[src/printf_conversion_spec_parser_assert.svh]
// ----------------------------------------------------------------------------
// printf conversion spec parser assertion macros
// shared property wrappers clocked on i_clk and disabled while i_rst_n is low
// ----------------------------------------------------------------------------
`ifndef PRINTF_CONVERSION_SPEC_PARSER_ASSERT_SVH
`define PRINTF_CONVERSION_SPEC_PARSER_ASSERT_SVH

// same-cycle implication
`define PCSP_ASSERT_SAME(label, ante, cons, msg) \
    label: assert property (@(posedge i_clk) disable iff (!i_rst_n) (ante) |-> (cons)) \
        else $error(msg);

// next-cycle implication
`define PCSP_ASSERT_NEXT(label, ante, cons, msg) \
    label: assert property (@(posedge i_clk) disable iff (!i_rst_n) (ante) |=> (cons)) \
        else $error(msg);

`endif

[src/pcsp_pkg.sv]
// ----------------------------------------------------------------------------
// pcsp_pkg
// types, character codes and helper functions of the conversion spec parser
// ----------------------------------------------------------------------------
`timescale 1ns / 1ps

package pcsp_pkg;

    localparam int unsigned ACC_W    = 35;
    localparam int unsigned NUM_W    = 32;
    localparam int unsigned RESULT_W = 185;
    localparam int unsigned TDATA_W  = 192;

    localparam logic [ACC_W-1:0] NUM_LIMIT = 35'h0_8000_0000;

    // character codes
    localparam logic [7:0] C_SPACE  = 8'h20;
    localparam logic [7:0] C_HASH   = 8'h23;
    localparam logic [7:0] C_DOLLAR = 8'h24;
    localparam logic [7:0] C_QUOTE  = 8'h27;
    localparam logic [7:0] C_STAR   = 8'h2A;
    localparam logic [7:0] C_PLUS   = 8'h2B;
    localparam logic [7:0] C_MINUS  = 8'h2D;
    localparam logic [7:0] C_DOT    = 8'h2E;
    localparam logic [7:0] C_ZERO   = 8'h30;
    localparam logic [7:0] C_NINE   = 8'h39;
    localparam logic [7:0] C_H      = 8'h68;
    localparam logic [7:0] C_L      = 8'h6C;

    // flag bits
    localparam logic [5:0] F_ALT   = 6'h01;
    localparam logic [5:0] F_ZERO  = 6'h02;
    localparam logic [5:0] F_LEFT  = 6'h04;
    localparam logic [5:0] F_SPACE = 6'h08;
    localparam logic [5:0] F_PLUS  = 6'h10;
    localparam logic [5:0] F_GROUP = 6'h20;

    // mode bits
    localparam logic [2:0] M_WSTAR = 3'h1;
    localparam logic [2:0] M_PREC  = 3'h2;
    localparam logic [2:0] M_PSTAR = 3'h4;

    typedef enum logic [3:0] {
        PH_IDLE, PH_START, PH_LEADRUN, PH_FLAGS, PH_WSTART, PH_WDIG, PH_WSTAR,
        PH_WSTARRUN, PH_AFTERW, PH_PSTART, PH_PDIG, PH_PSTAR, PH_PSTARRUN, PH_MODS
    } t_phase;

    typedef struct packed {
        logic       valid;
        logic [7:0] ch;
    } t_pcsp_in_item;

    typedef struct packed {
        logic [7:0]       rewind_count;
        logic [7:0]       conversion_type;
        logic [NUM_W-1:0] precision_index;
        logic [NUM_W-1:0] precision_value;
        logic             precision_star;
        logic             precision_present;
        logic [NUM_W-1:0] width_index;
        logic             width_star;
        logic [NUM_W-1:0] width_value;
        logic [5:0]       flag_bits;
        logic [NUM_W-1:0] data_index;
    } t_pcsp_result;

    typedef struct packed {
        logic         valid;
        t_pcsp_result res;
    } t_pcsp_emit;

    function automatic logic is_digit(input logic [7:0] c);
        return (c >= C_ZERO) && (c <= C_NINE);
    endfunction

    // value*10 + digit while below the limit
    function automatic logic [ACC_W-1:0] acc_take(input logic [ACC_W-1:0] acc,
                                                 input logic [7:0] c);
        logic [ACC_W-1:0] d;
        d = {27'd0, 8'(c - C_ZERO)};
        if (acc < NUM_LIMIT) begin
            return (acc << 3) + (acc << 1) + d;
        end
        return acc;
    endfunction

    function automatic logic [NUM_W-1:0] run_value(input logic [ACC_W-1:0] acc);
        return (acc > NUM_LIMIT) ? '0 : acc[NUM_W-1:0];
    endfunction

    // result packed from the lowest bit up, zero filled to whole bytes
    function automatic logic [TDATA_W-1:0] pack_result(input t_pcsp_result r);
        return {{(TDATA_W-RESULT_W){1'b0}}, r};
    endfunction

endpackage

[src/printf_conversion_spec_parser.sv]
// ----------------------------------------------------------------------------
// printf_conversion_spec_parser
// parses printf conversion specs from a byte stream, one result per spec
// ----------------------------------------------------------------------------
// usage
//   slave side carries one format byte per transaction in tdata[7:0]; the
//   first byte of every spec is the introducer and is skipped
//   master side carries one result per spec, sent when the type byte or the end of a star run lands
//   bytes that end no spec produce no master transaction
// timing
//   one byte per cycle sustained while the result register has room: a byte
//   is held in the input register, and the parse step is combinational between
//   that register and the result register
//   the type byte passes the input register and then the result register
//   before tvalid rises on the master side
// reset
//   synchronous active-low i_rst_n empties both registers and puts the parser
//   back to awaiting an introducer
// back pressure
//   a waiting result blocks the parse step only; one more byte is still taken
//   into the input register, after which tready drops until the result leaves
// ----------------------------------------------------------------------------
`timescale 1ns / 1ps
`include "printf_conversion_spec_parser_assert.svh"

module printf_conversion_spec_parser (
    input  logic         i_clk,
    input  logic         i_rst_n,
    // slave side
    input  logic         i_s_axis_tvalid,
    output logic         o_s_axis_tready,
    input  logic [7:0]   i_s_axis_tdata,  // [7:0] ch
    // master side
    output logic         o_m_axis_tvalid,
    input  logic         i_m_axis_tready,
    // [31:0] data_index, [37:32] flag_bits, [69:38] width_value, [70] width_star,
    // [102:71] width_index, [103] precision_present, [104] precision_star,
    // [136:105] precision_value, [168:137] precision_index,
    // [176:169] conversion_type, [184:177] rewind_count, [191:185] zero
    output logic [191:0] o_m_axis_tdata
);

    pcsp_pkg::t_pcsp_in_item w_item;
    pcsp_pkg::t_pcsp_emit    w_emit;
    pcsp_pkg::t_pcsp_result  w_res;
    logic                    w_space;
    logic                    w_adv;

    // parse step fires when a byte is held and the result register has room
    assign w_adv = w_item.valid && w_space;

    pcsp_in_stage u_in (
        .i_clk   (i_clk),
        .i_rst_n (i_rst_n),
        .i_valid (i_s_axis_tvalid),
        .i_data  (i_s_axis_tdata),
        .o_ready (o_s_axis_tready),
        .i_adv   (w_adv),
        .o_item  (w_item)
    );

    pcsp_parse_core u_core (
        .i_clk   (i_clk),
        .i_rst_n (i_rst_n),
        .i_adv   (w_adv),
        .i_item  (w_item),
        .o_emit  (w_emit)
    );

    pcsp_out_stage u_out (
        .i_clk   (i_clk),
        .i_rst_n (i_rst_n),
        .i_emit  (w_emit),
        .o_space (w_space),
        .o_valid (o_m_axis_tvalid),
        .i_ready (i_m_axis_tready),
        .o_res   (w_res)
    );

    assign o_m_axis_tdata = pcsp_pkg::pack_result(w_res);

    // a replay count only comes from a star run without dollar
    `PCSP_ASSERT_SAME(a_rewind_star,
        o_m_axis_tvalid && o_m_axis_tdata[184:177] != 8'd0,
        o_m_axis_tdata[70] || o_m_axis_tdata[104], "rewind without star")
    // star precision implies a dot was seen
    `PCSP_ASSERT_SAME(a_pstar_prec, o_m_axis_tvalid && o_m_axis_tdata[104],
        o_m_axis_tdata[103], "precision star without dot")
    // left justify overrides zero pad, plus overrides space
    `PCSP_ASSERT_SAME(a_flag_excl, o_m_axis_tvalid,
        !(o_m_axis_tdata[33] && o_m_axis_tdata[34]) &&
        !(o_m_axis_tdata[35] && o_m_axis_tdata[36]), "conflicting flags")
    // a taken result is not shown again unless a new one was loaded
    `PCSP_ASSERT_NEXT(a_no_repeat,
        o_m_axis_tvalid && i_m_axis_tready && !w_emit.valid,
        !o_m_axis_tvalid, "result repeated")

endmodule

[src/pcsp_in_stage.sv]
// ----------------------------------------------------------------------------
// pcsp_in_stage
// input register holding one character transaction for the parse core
// ----------------------------------------------------------------------------
`timescale 1ns / 1ps

module pcsp_in_stage (
    input  logic                   i_clk,
    input  logic                   i_rst_n,
    input  logic                   i_valid,
    input  logic [7:0]             i_data,
    output logic                   o_ready,
    input  logic                   i_adv,
    output pcsp_pkg::t_pcsp_in_item o_item
);

    logic       r_valid;
    logic [7:0] r_ch;

    assign o_ready = !r_valid || i_adv;

    always_ff @(posedge i_clk) begin
        if (!i_rst_n) begin
            r_valid <= 1'b0;
        end else if (o_ready) begin
            r_valid <= i_valid;
        end
    end

    always_ff @(posedge i_clk) begin
        if (o_ready && i_valid) begin
            r_ch <= i_data;
        end
    end

    assign o_item.valid = r_valid;
    assign o_item.ch    = r_ch;

endmodule

[src/pcsp_parse_core.sv]
// ----------------------------------------------------------------------------
// pcsp_parse_core
// parse state and stores, one character consumed per advance
// ----------------------------------------------------------------------------
`timescale 1ns / 1ps

module pcsp_parse_core (
    input  logic                    i_clk,
    input  logic                    i_rst_n,
    input  logic                    i_adv,
    input  pcsp_pkg::t_pcsp_in_item i_item,
    output pcsp_pkg::t_pcsp_emit    o_emit
);

    pcsp_pkg::t_phase r_phase, n_phase;
    logic [pcsp_pkg::ACC_W-1:0] r_acc, n_acc;
    logic [7:0] r_cnt, n_cnt;
    logic       r_nz, n_nz;
    logic [7:0] r_first, n_first;
    logic [5:0] r_flags, n_flags;
    logic [pcsp_pkg::NUM_W-1:0] r_didx, n_didx;
    logic [pcsp_pkg::NUM_W-1:0] r_w, n_w;
    logic [pcsp_pkg::NUM_W-1:0] r_widx, n_widx;
    logic [pcsp_pkg::NUM_W-1:0] r_p, n_p;
    logic [pcsp_pkg::NUM_W-1:0] r_pidx, n_pidx;
    logic [2:0] r_mode, n_mode;

    // working values through the chain of phases one character can visit
    pcsp_pkg::t_phase v_ph;
    logic       v_done;
    logic       v_emit;
    logic [7:0] v_type;
    logic [7:0] v_rew;
    logic [pcsp_pkg::ACC_W-1:0] v_acc;
    logic [7:0] v_cnt;
    logic       v_nz;
    logic [7:0] v_first;
    logic [5:0] v_flags;
    logic [pcsp_pkg::NUM_W-1:0] v_didx, v_w, v_widx, v_p, v_pidx;
    logic [2:0] v_mode;
    logic [7:0] c;
    logic       dig;

    assign c   = i_item.ch;
    assign dig = pcsp_pkg::is_digit(c);

    // next state: phases only fall forward, so one ordered pass covers every chain
    always_comb begin
        v_ph    = r_phase;
        v_done  = 1'b0;
        v_emit  = 1'b0;
        v_type  = c;
        v_rew   = 8'd0;
        v_acc   = r_acc;
        v_cnt   = r_cnt;
        v_nz    = r_nz;
        v_first = r_first;
        v_flags = r_flags;
        v_didx  = r_didx;
        v_w     = r_w;
        v_widx  = r_widx;
        v_p     = r_p;
        v_pidx  = r_pidx;
        v_mode  = r_mode;

        // introducer: skipped, new spec with cleared stores
        if (v_ph == pcsp_pkg::PH_IDLE) begin
            v_acc   = '0;
            v_cnt   = 8'd0;
            v_nz    = 1'b0;
            v_first = 8'd0;
            v_flags = 6'd0;
            v_didx  = '0;
            v_w     = '0;
            v_widx  = '0;
            v_p     = '0;
            v_pidx  = '0;
            v_mode  = 3'd0;
            v_ph    = pcsp_pkg::PH_START;
            v_done  = 1'b1;
        end

        if (!v_done && v_ph == pcsp_pkg::PH_START) begin
            priority if (dig) begin
                v_acc   = pcsp_pkg::acc_take('0, c);
                v_cnt   = 8'd1;
                v_nz    = (c != pcsp_pkg::C_ZERO);
                v_first = c;
                v_ph    = pcsp_pkg::PH_LEADRUN;
                v_done  = 1'b1;
            end else if (c == pcsp_pkg::C_DOLLAR) begin
                v_didx = '0;
                v_ph   = pcsp_pkg::PH_FLAGS;
                v_done = 1'b1;
            end else begin
                v_ph = pcsp_pkg::PH_FLAGS;
            end
        end

        if (!v_done && v_ph == pcsp_pkg::PH_LEADRUN) begin
            priority if (dig) begin
                v_acc  = pcsp_pkg::acc_take(v_acc, c);
                v_cnt  = (v_cnt == 8'hFF) ? v_cnt : v_cnt + 8'd1;
                v_nz   = v_nz || (c != pcsp_pkg::C_ZERO);
                v_done = 1'b1;
            end else if (c == pcsp_pkg::C_DOLLAR) begin
                v_didx = pcsp_pkg::run_value(v_acc);
                v_ph   = pcsp_pkg::PH_FLAGS;
                v_done = 1'b1;
            end else begin
                // leading run without dollar: zero pad flag and/or width
                v_flags = (v_first == pcsp_pkg::C_ZERO) ? pcsp_pkg::F_ZERO : 6'd0;
                if (v_nz) begin
                    v_w  = pcsp_pkg::run_value(v_acc);
                    v_ph = pcsp_pkg::PH_AFTERW;
                end else begin
                    v_ph = pcsp_pkg::PH_FLAGS;
                end
            end
        end

        if (!v_done && v_ph == pcsp_pkg::PH_FLAGS) begin
            v_done = 1'b1;
            priority if (c == pcsp_pkg::C_HASH) begin
                v_flags = v_flags | pcsp_pkg::F_ALT;
            end else if (c == pcsp_pkg::C_ZERO && (v_flags & pcsp_pkg::F_LEFT) == 6'd0) begin
                v_flags = v_flags | pcsp_pkg::F_ZERO;
            end else if (c == pcsp_pkg::C_MINUS) begin
                v_flags = (v_flags | pcsp_pkg::F_LEFT) & ~pcsp_pkg::F_ZERO;
            end else if (c == pcsp_pkg::C_SPACE && (v_flags & pcsp_pkg::F_PLUS) == 6'd0) begin
                v_flags = v_flags | pcsp_pkg::F_SPACE;
            end else if (c == pcsp_pkg::C_PLUS) begin
                v_flags = (v_flags | pcsp_pkg::F_PLUS) & ~pcsp_pkg::F_SPACE;
            end else if (c == pcsp_pkg::C_QUOTE) begin
                v_flags = v_flags | pcsp_pkg::F_GROUP;
            end else begin
                v_ph   = pcsp_pkg::PH_WSTART;
                v_done = 1'b0;
            end
        end

        if (!v_done && v_ph == pcsp_pkg::PH_WSTART) begin
            priority if (c == pcsp_pkg::C_STAR) begin
                v_mode = v_mode | pcsp_pkg::M_WSTAR;
                v_ph   = pcsp_pkg::PH_WSTAR;
                v_done = 1'b1;
            end else if (dig) begin
                v_acc   = pcsp_pkg::acc_take('0, c);
                v_cnt   = 8'd1;
                v_nz    = (c != pcsp_pkg::C_ZERO);
                v_first = c;
                v_ph    = pcsp_pkg::PH_WDIG;
                v_done  = 1'b1;
            end else begin
                v_w  = '0;
                v_ph = pcsp_pkg::PH_AFTERW;
            end
        end

        if (!v_done && v_ph == pcsp_pkg::PH_WDIG) begin
            if (dig) begin
                v_acc  = pcsp_pkg::acc_take(v_acc, c);
                v_cnt  = (v_cnt == 8'hFF) ? v_cnt : v_cnt + 8'd1;
                v_nz   = v_nz || (c != pcsp_pkg::C_ZERO);
                v_done = 1'b1;
            end else begin
                v_w  = pcsp_pkg::run_value(v_acc);
                v_ph = pcsp_pkg::PH_AFTERW;
            end
        end

        if (!v_done && v_ph == pcsp_pkg::PH_WSTAR) begin
            priority if (dig) begin
                v_acc   = pcsp_pkg::acc_take('0, c);
                v_cnt   = 8'd1;
                v_nz    = (c != pcsp_pkg::C_ZERO);
                v_first = c;
                v_ph    = pcsp_pkg::PH_WSTARRUN;
                v_done  = 1'b1;
            end else if (c == pcsp_pkg::C_DOLLAR) begin
                v_widx = '0;
                v_ph   = pcsp_pkg::PH_AFTERW;
                v_done = 1'b1;
            end else begin
                v_widx = '0;
                v_ph   = pcsp_pkg::PH_AFTERW;
            end
        end

        if (!v_done && v_ph == pcsp_pkg::PH_WSTARRUN) begin
            v_done = 1'b1;
            priority if (dig) begin
                v_acc = pcsp_pkg::acc_take(v_acc, c);
                v_cnt = (v_cnt == 8'hFF) ? v_cnt : v_cnt + 8'd1;
                v_nz  = v_nz || (c != pcsp_pkg::C_ZERO);
            end else if (c == pcsp_pkg::C_DOLLAR) begin
                v_widx = pcsp_pkg::run_value(v_acc);
                v_ph   = pcsp_pkg::PH_AFTERW;
            end else begin
                // star run without dollar ends the spec, rest is replayed
                v_widx = '0;
                v_emit = 1'b1;
                v_type = v_first;
                v_rew  = v_cnt;
            end
        end

        if (!v_done && v_ph == pcsp_pkg::PH_AFTERW) begin
            if (c == pcsp_pkg::C_DOT) begin
                v_mode = v_mode | pcsp_pkg::M_PREC;
                v_ph   = pcsp_pkg::PH_PSTART;
                v_done = 1'b1;
            end else begin
                v_ph = pcsp_pkg::PH_MODS;
            end
        end

        if (!v_done && v_ph == pcsp_pkg::PH_PSTART) begin
            priority if (c == pcsp_pkg::C_STAR) begin
                v_mode = v_mode | pcsp_pkg::M_PSTAR;
                v_ph   = pcsp_pkg::PH_PSTAR;
                v_done = 1'b1;
            end else if (dig) begin
                v_acc   = pcsp_pkg::acc_take('0, c);
                v_cnt   = 8'd1;
                v_nz    = (c != pcsp_pkg::C_ZERO);
                v_first = c;
                v_ph    = pcsp_pkg::PH_PDIG;
                v_done  = 1'b1;
            end else begin
                v_p  = '0;
                v_ph = pcsp_pkg::PH_MODS;
            end
        end

        if (!v_done && v_ph == pcsp_pkg::PH_PDIG) begin
            if (dig) begin
                v_acc  = pcsp_pkg::acc_take(v_acc, c);
                v_cnt  = (v_cnt == 8'hFF) ? v_cnt : v_cnt + 8'd1;
                v_nz   = v_nz || (c != pcsp_pkg::C_ZERO);
                v_done = 1'b1;
            end else begin
                v_p  = pcsp_pkg::run_value(v_acc);
                v_ph = pcsp_pkg::PH_MODS;
            end
        end

        if (!v_done && v_ph == pcsp_pkg::PH_PSTAR) begin
            priority if (dig) begin
                v_acc   = pcsp_pkg::acc_take('0, c);
                v_cnt   = 8'd1;
                v_nz    = (c != pcsp_pkg::C_ZERO);
                v_first = c;
                v_ph    = pcsp_pkg::PH_PSTARRUN;
                v_done  = 1'b1;
            end else if (c == pcsp_pkg::C_DOLLAR) begin
                v_pidx = '0;
                v_ph   = pcsp_pkg::PH_MODS;
                v_done = 1'b1;
            end else begin
                v_pidx = '0;
                v_ph   = pcsp_pkg::PH_MODS;
            end
        end

        if (!v_done && v_ph == pcsp_pkg::PH_PSTARRUN) begin
            v_done = 1'b1;
            priority if (dig) begin
                v_acc = pcsp_pkg::acc_take(v_acc, c);
                v_cnt = (v_cnt == 8'hFF) ? v_cnt : v_cnt + 8'd1;
                v_nz  = v_nz || (c != pcsp_pkg::C_ZERO);
            end else if (c == pcsp_pkg::C_DOLLAR) begin
                v_pidx = pcsp_pkg::run_value(v_acc);
                v_ph   = pcsp_pkg::PH_MODS;
            end else begin
                v_pidx = '0;
                v_emit = 1'b1;
                v_type = v_first;
                v_rew  = v_cnt;
            end
        end

        if (!v_done && v_ph == pcsp_pkg::PH_MODS) begin
            v_done = 1'b1;
            // length modifiers skipped, anything else is the type
            if (c != pcsp_pkg::C_H && c != pcsp_pkg::C_L) begin
                v_emit = 1'b1;
                v_type = c;
                v_rew  = 8'd0;
            end
        end

        if (v_emit) begin
            n_phase = pcsp_pkg::PH_IDLE;
            n_acc   = '0;
            n_cnt   = 8'd0;
            n_nz    = 1'b0;
            n_first = 8'd0;
            n_flags = 6'd0;
            n_didx  = '0;
            n_w     = '0;
            n_widx  = '0;
            n_p     = '0;
            n_pidx  = '0;
            n_mode  = 3'd0;
        end else begin
            n_phase = v_ph;
            n_acc   = v_acc;
            n_cnt   = v_cnt;
            n_nz    = v_nz;
            n_first = v_first;
            n_flags = v_flags;
            n_didx  = v_didx;
            n_w     = v_w;
            n_widx  = v_widx;
            n_p     = v_p;
            n_pidx  = v_pidx;
            n_mode  = v_mode;
        end
    end

    // outputs: result taken from the stores as they stand when the type lands
    always_comb begin
        o_emit.valid                 = i_adv && v_emit;
        o_emit.res.data_index        = v_didx;
        o_emit.res.flag_bits         = v_flags;
        o_emit.res.width_value       = v_w;
        o_emit.res.width_star        = v_mode[0];
        o_emit.res.width_index       = v_widx;
        o_emit.res.precision_present = v_mode[1];
        o_emit.res.precision_star    = v_mode[2];
        o_emit.res.precision_value   = v_p;
        o_emit.res.precision_index   = v_pidx;
        o_emit.res.conversion_type   = v_type;
        o_emit.res.rewind_count      = v_rew;
    end

    always_ff @(posedge i_clk) begin
        if (!i_rst_n) begin
            r_phase <= pcsp_pkg::PH_IDLE;
        end else if (i_adv) begin
            r_phase <= n_phase;
        end
    end

    // stores are cleared by the introducer step, no reset needed
    always_ff @(posedge i_clk) begin
        if (i_adv) begin
            r_acc   <= n_acc;
            r_cnt   <= n_cnt;
            r_nz    <= n_nz;
            r_first <= n_first;
            r_flags <= n_flags;
            r_didx  <= n_didx;
            r_w     <= n_w;
            r_widx  <= n_widx;
            r_p     <= n_p;
            r_pidx  <= n_pidx;
            r_mode  <= n_mode;
        end
    end

endmodule

[src/pcsp_out_stage.sv]
// ----------------------------------------------------------------------------
// pcsp_out_stage
// result register towards the master side
// ----------------------------------------------------------------------------
`timescale 1ns / 1ps

module pcsp_out_stage (
    input  logic                   i_clk,
    input  logic                   i_rst_n,
    input  pcsp_pkg::t_pcsp_emit   i_emit,
    output logic                   o_space,
    output logic                   o_valid,
    input  logic                   i_ready,
    output pcsp_pkg::t_pcsp_result o_res
);

    logic                   r_valid;
    pcsp_pkg::t_pcsp_result r_res;

    assign o_space = !r_valid || i_ready;
    assign o_valid = r_valid;
    assign o_res   = r_res;

    always_ff @(posedge i_clk) begin
        if (!i_rst_n) begin
            r_valid <= 1'b0;
        end else if (i_emit.valid) begin
            r_valid <= 1'b1;
        end else if (i_ready) begin
            r_valid <= 1'b0;
        end
    end

    always_ff @(posedge i_clk) begin
        if (i_emit.valid) begin
            r_res <= i_emit.res;
        end
    end

endmodule

[config.mk]
export PLATFORM = sky130hd
export DESIGN_NAME = printf_conversion_spec_parser
export DESIGN_NICKNAME = d
export VERILOG_FILES = /design/src/pcsp_pkg.sv /design/src/printf_conversion_spec_parser.sv /design/src/pcsp_in_stage.sv /design/src/pcsp_parse_core.sv /design/src/pcsp_out_stage.sv
export VERILOG_INCLUDE_DIRS = /design/src /design/src/src
export SDC_FILE = /design/constraint.sdc
export NUM_CORES = 2
export LEC_CHECK = 0
export BUFFER_PORTS_ARGS = -buffer_cell sky130_fd_sc_hd__buf_2
export CAP_MARGIN = 25
export CELL_PAD_IN_SITES_DETAIL_PLACEMENT = 1
export CELL_PAD_IN_SITES_GLOBAL_PLACEMENT = 2
export CORE_ASPECT_RATIO = 0.8
export CORE_MARGIN = 2
export CORE_UTILIZATION = 35
export CTS_CLUSTER_DIAMETER = 100
export DETAILED_ROUTE_END_ITERATION = 6
export GPL_ROUTABILITY_DRIVEN = 0
export PLACE_DENSITY = 0.84
export SYNTH_ARGS = -nofsm -noshare
export SYNTH_HDL_FRONTEND = slang
export SYNTH_SLANG_ARGS = --single-unit
[constraint.sdc]
create_clock -name i_clk -period 46.4 [get_ports i_clk]
set_input_delay 6.96 -clock i_clk [delete_from_list [all_inputs] [get_ports i_clk]]
set_output_delay 6.96 -clock i_clk [all_outputs]
set_load 0.01 [all_outputs]
==> summary.md <==
| Metric | Value |
|---|---|
| Dpl hpwl | 107 mm |
| Worst Hold Slack | roughly 540 ps |
| Commonest non-fill, non-tap cell in the layout | edfxtp_1 |
| Post-synth top area share | 36.6% |
| CP max-delay cell | o22ai_1 |
| Register area share after synthesis | 37.0% |
| Cell mode on critical path | ha_1 |
| Top post-synthesis cells by area | edfxtp_1, ha_1, nand2_1 |
| Status | completed |
| Power per cell area | 75.4 mW/mm^2 |
| R2R cell count | 61 |
| Final std cells w/o fill | roughly 5,200 |
| Syn Inst Count | 3,625 |
| Worst-Margin Slew | 1110 ps |
| First DRT Iteration DRCs | 3,228 |
| CTS resizes | 0 |
| Place WS | 27,990 ps |
| Ys flop type | edfxtp_1 |
| Remaining routing DRC violations | 0 |
| Max-slew violation count | 0 |
| Via count | 31,700 |
| Final setup viols | 0 |
| Grt peak-use layer | met2 |
| Root buf cell | clkbuf_16 |
| First-pass GRT wire length | ~210 mm |
| CORE AREA | between 0.09 and 0.1 sq mm |
| Post-CTS setup buffer count | 0 |
| Max H-tree Level | 2 |
| WP data required | 46,800 ps |
| IO Port Bufs | a little under 200 |
| Setup repair after global routing missed its margin | false |
| Maxcap violations | 0 |
| Worst path max stage delay | about 810 ps |
| Die H | approximately 280 um |
| Sinks on the clock net | 420 |
| Most frequent cells in the layout | edfxtp_1, nand2_1, ha_1 |
| # hold bufs at CTS | 0 |
| GR met1 Demand/Resource | 40.3% |
| P&R area growth vs syn | 13.4% |
| Final ANT Viol Nets | 0 |
| Clock transition at the registers of the reported paths | 60 ps |
| Startpoint type of the worst setup path | flop |
| Vias in the first global route | 30,900 |
| Fraction of layout cells with a size suffix above 1 | 13.0% |
| Layout net count | 4,169 |
| GRT Total Usage | around 28% |
| CTS buffer count | a little over 50 |
| Hold Vio Cnt, Final | 0 |
| GR Layer Usage met2 | 40.7% |
| Post-Syn Area | 0.0339 sq mm |
| Drt wl/cell | 27.5 um |
| Yosys reg bits | 420 |
| Asr flop ratio synth | 0% |
| Fmax | approximately 53 MHz |
| Distinct cells, synth | 119 |
| Dominant cell type by area after synthesis | edfxtp_1 |
| DRT Wirelength | about 140 mm |
| Hold path cells | 2 |
| Clk_lat worst skew | 640 ps |
| Dpl cells | 5,066 |
| CTS tree | yes |
| Vias/cell | 6.13 |
| Final Critical Period | 18,930 ps |
| GR Layer Usage met3 | 4.99% |
| Longest Clk Path Bufs | 3 |
| Skew final | roughly 22 ps |
| Yosys warning count | 0 |
| Die area | 0.0995 sq mm |
| Maximum VDD drop | 0.0528 mV |
| Post-synth EDFFs | around 410 |
| I/O Pins | 206 |
| Crit path max fanout | 16 |
| Initial antenna violation count | 8 |
| Die Wd | 352 um |
| CP arrival | 19,320 ps |
| Worst Path Class, Setup | reg2reg |
| Pin count of the biggest net entering global routing | 126 |
| Leak | roughly 0.016 uW |
| Final WS setup | 27,470 ps |
| Setup tns final | 0 ps |
| Worst hold path class | reg2reg |
| Initial Utilization | 35.2% |
| Mapped Avg Cell Area | 9.36 sq um |
| Worst slew margin | 26.1% |
| Row count | ~100 |
| Grt ovf | 0 |
| Drt first pass iters | 5 |
| Crit share post-route | 40.8% |
| Crit path capture type | flop |
## area by class of cell
| cell class | instances | area, sq um |
|---|---|---|
| antenna | 5 | 12.5 |
| clock buffer | 63 | 1360 |
| clock inverter | 33 | 357 |
| fill | 11200 | 58000 |
| inverter | 147 | 559 |
| multi-input combinational | 2897 | 20200 |
| sequential | 420 | 12600 |
| tap | 1300 | 1630 |
| timing repair buffer | 305 | 1830 |
## Yosys cell counts, types with 42 or more instances
cell type	n
a211oi_1	42
a21o_1	59
a21oi_1	226
a22o_1	86
a31oi_1	42
and2_1	111
and3_1	45
clkbuf_1	116
edfxtp_1	414
ha_1	315
inv_1	145
mux2i_1	54
nand2_1	400
nand3_1	109
nor2_1	252
nor2b_1	69
nor3_1	80
o21ai_0	185
o22ai_1	43
xnor2_1	110
xor2_1	42
## final timing paths
kind                                          to  slack (ps)                           start
setup / recovery  u_core.r_acc[33]$_SDFFCE_PP0P_       27470  u_core.r_phase[0]$_SDFFE_PN0P_
hold / removal         u_in.r_valid$_SDFFE_PN0N_         540       u_in.r_valid$_SDFFE_PN0N_
setup reg to reg  u_core.r_acc[33]$_SDFFCE_PP0P_       27470  u_core.r_phase[0]$_SDFFE_PN0P_
hold reg to reg        u_in.r_valid$_SDFFE_PN0N_         540       u_in.r_valid$_SDFFE_PN0N_
## report_power, final
group	total [uW]	switching [uW]	internal, uW	leakage, uW
Clock	422	179	244	0.000831
Sequential	581	32.9	548	0.00399
Combinational	1900	1290	609	0.0116
## flip-flops by register name, summed over array words and instances (netlist names)
name and flops:
u_core.r_acc 35, u_core.r_cnt 8, u_core.r_didx 32, u_core.r_first 8, u_core.r_flags 6, u_core.r_mode 3, u_core.r_nz 1, u_core.r_p 32
u_core.r_phase 4, u_core.r_pidx 32, u_core.r_w 32, u_core.r_widx 32, u_in.r_ch 8, u_in.r_valid 1, u_out.o_res 185, u_out.o_valid 1
## layer usage
metal  share of wire (%)  vias to the layer above  routed length (um)
met1                  46                    15800               64800
li1                    -                    14100                   -
met4                 3.5                        4                4980
met2                  42                     1538               59300
met3                 9.2                      267               13100
met5               0.016                        -                  23
## critical path: cells and delay by family, from the launching register on
family,cells,cell delay [ps]
multiplexers,1,390
AO/OA/AOI/OAI,37,10530
XOR/XNOR,3,510
AND/OR/NAND/NOR,8,2980
adder cells (fa/ha/maj),9,3200
flip-flops,1,730
buffers and inverters,3,310
## logic make-up (layout without fill, tap and decap cells)
group | Yosys count | count (layout) | synth area share, %
AO/OA/AOI/OAI | 1036 | 1036 | 20.9
AND/OR/NAND/NOR | 1296 | 1296 | 19.4
buffers and inverters | 314 | 548 | 3.79
other | 1 | 12 | 0.0110
multiplexers | 70 | 70 | 2.16
adder cells (fa/ha/maj) | 336 | 336 | 12.8
flip-flops | 420 | 420 | 37.0
XOR/XNOR | 152 | 152 | 3.92
## stage by stage
stage | utilization, % | total power [uW] | area, sq um
3_5_place_dp | 38.1 | 2420 | 36700
6_report | 39.9 | 2900 | 38500
4_1_cts | 39.9 | 2860 | 38500
3_3_place_gp | 38.1 | 2390 | 36700
2_1_floorplan | - | 1790 | 34000
5_1_grt | 39.9 | 3070 | 38500
Power figures use the tool's default switching activity.
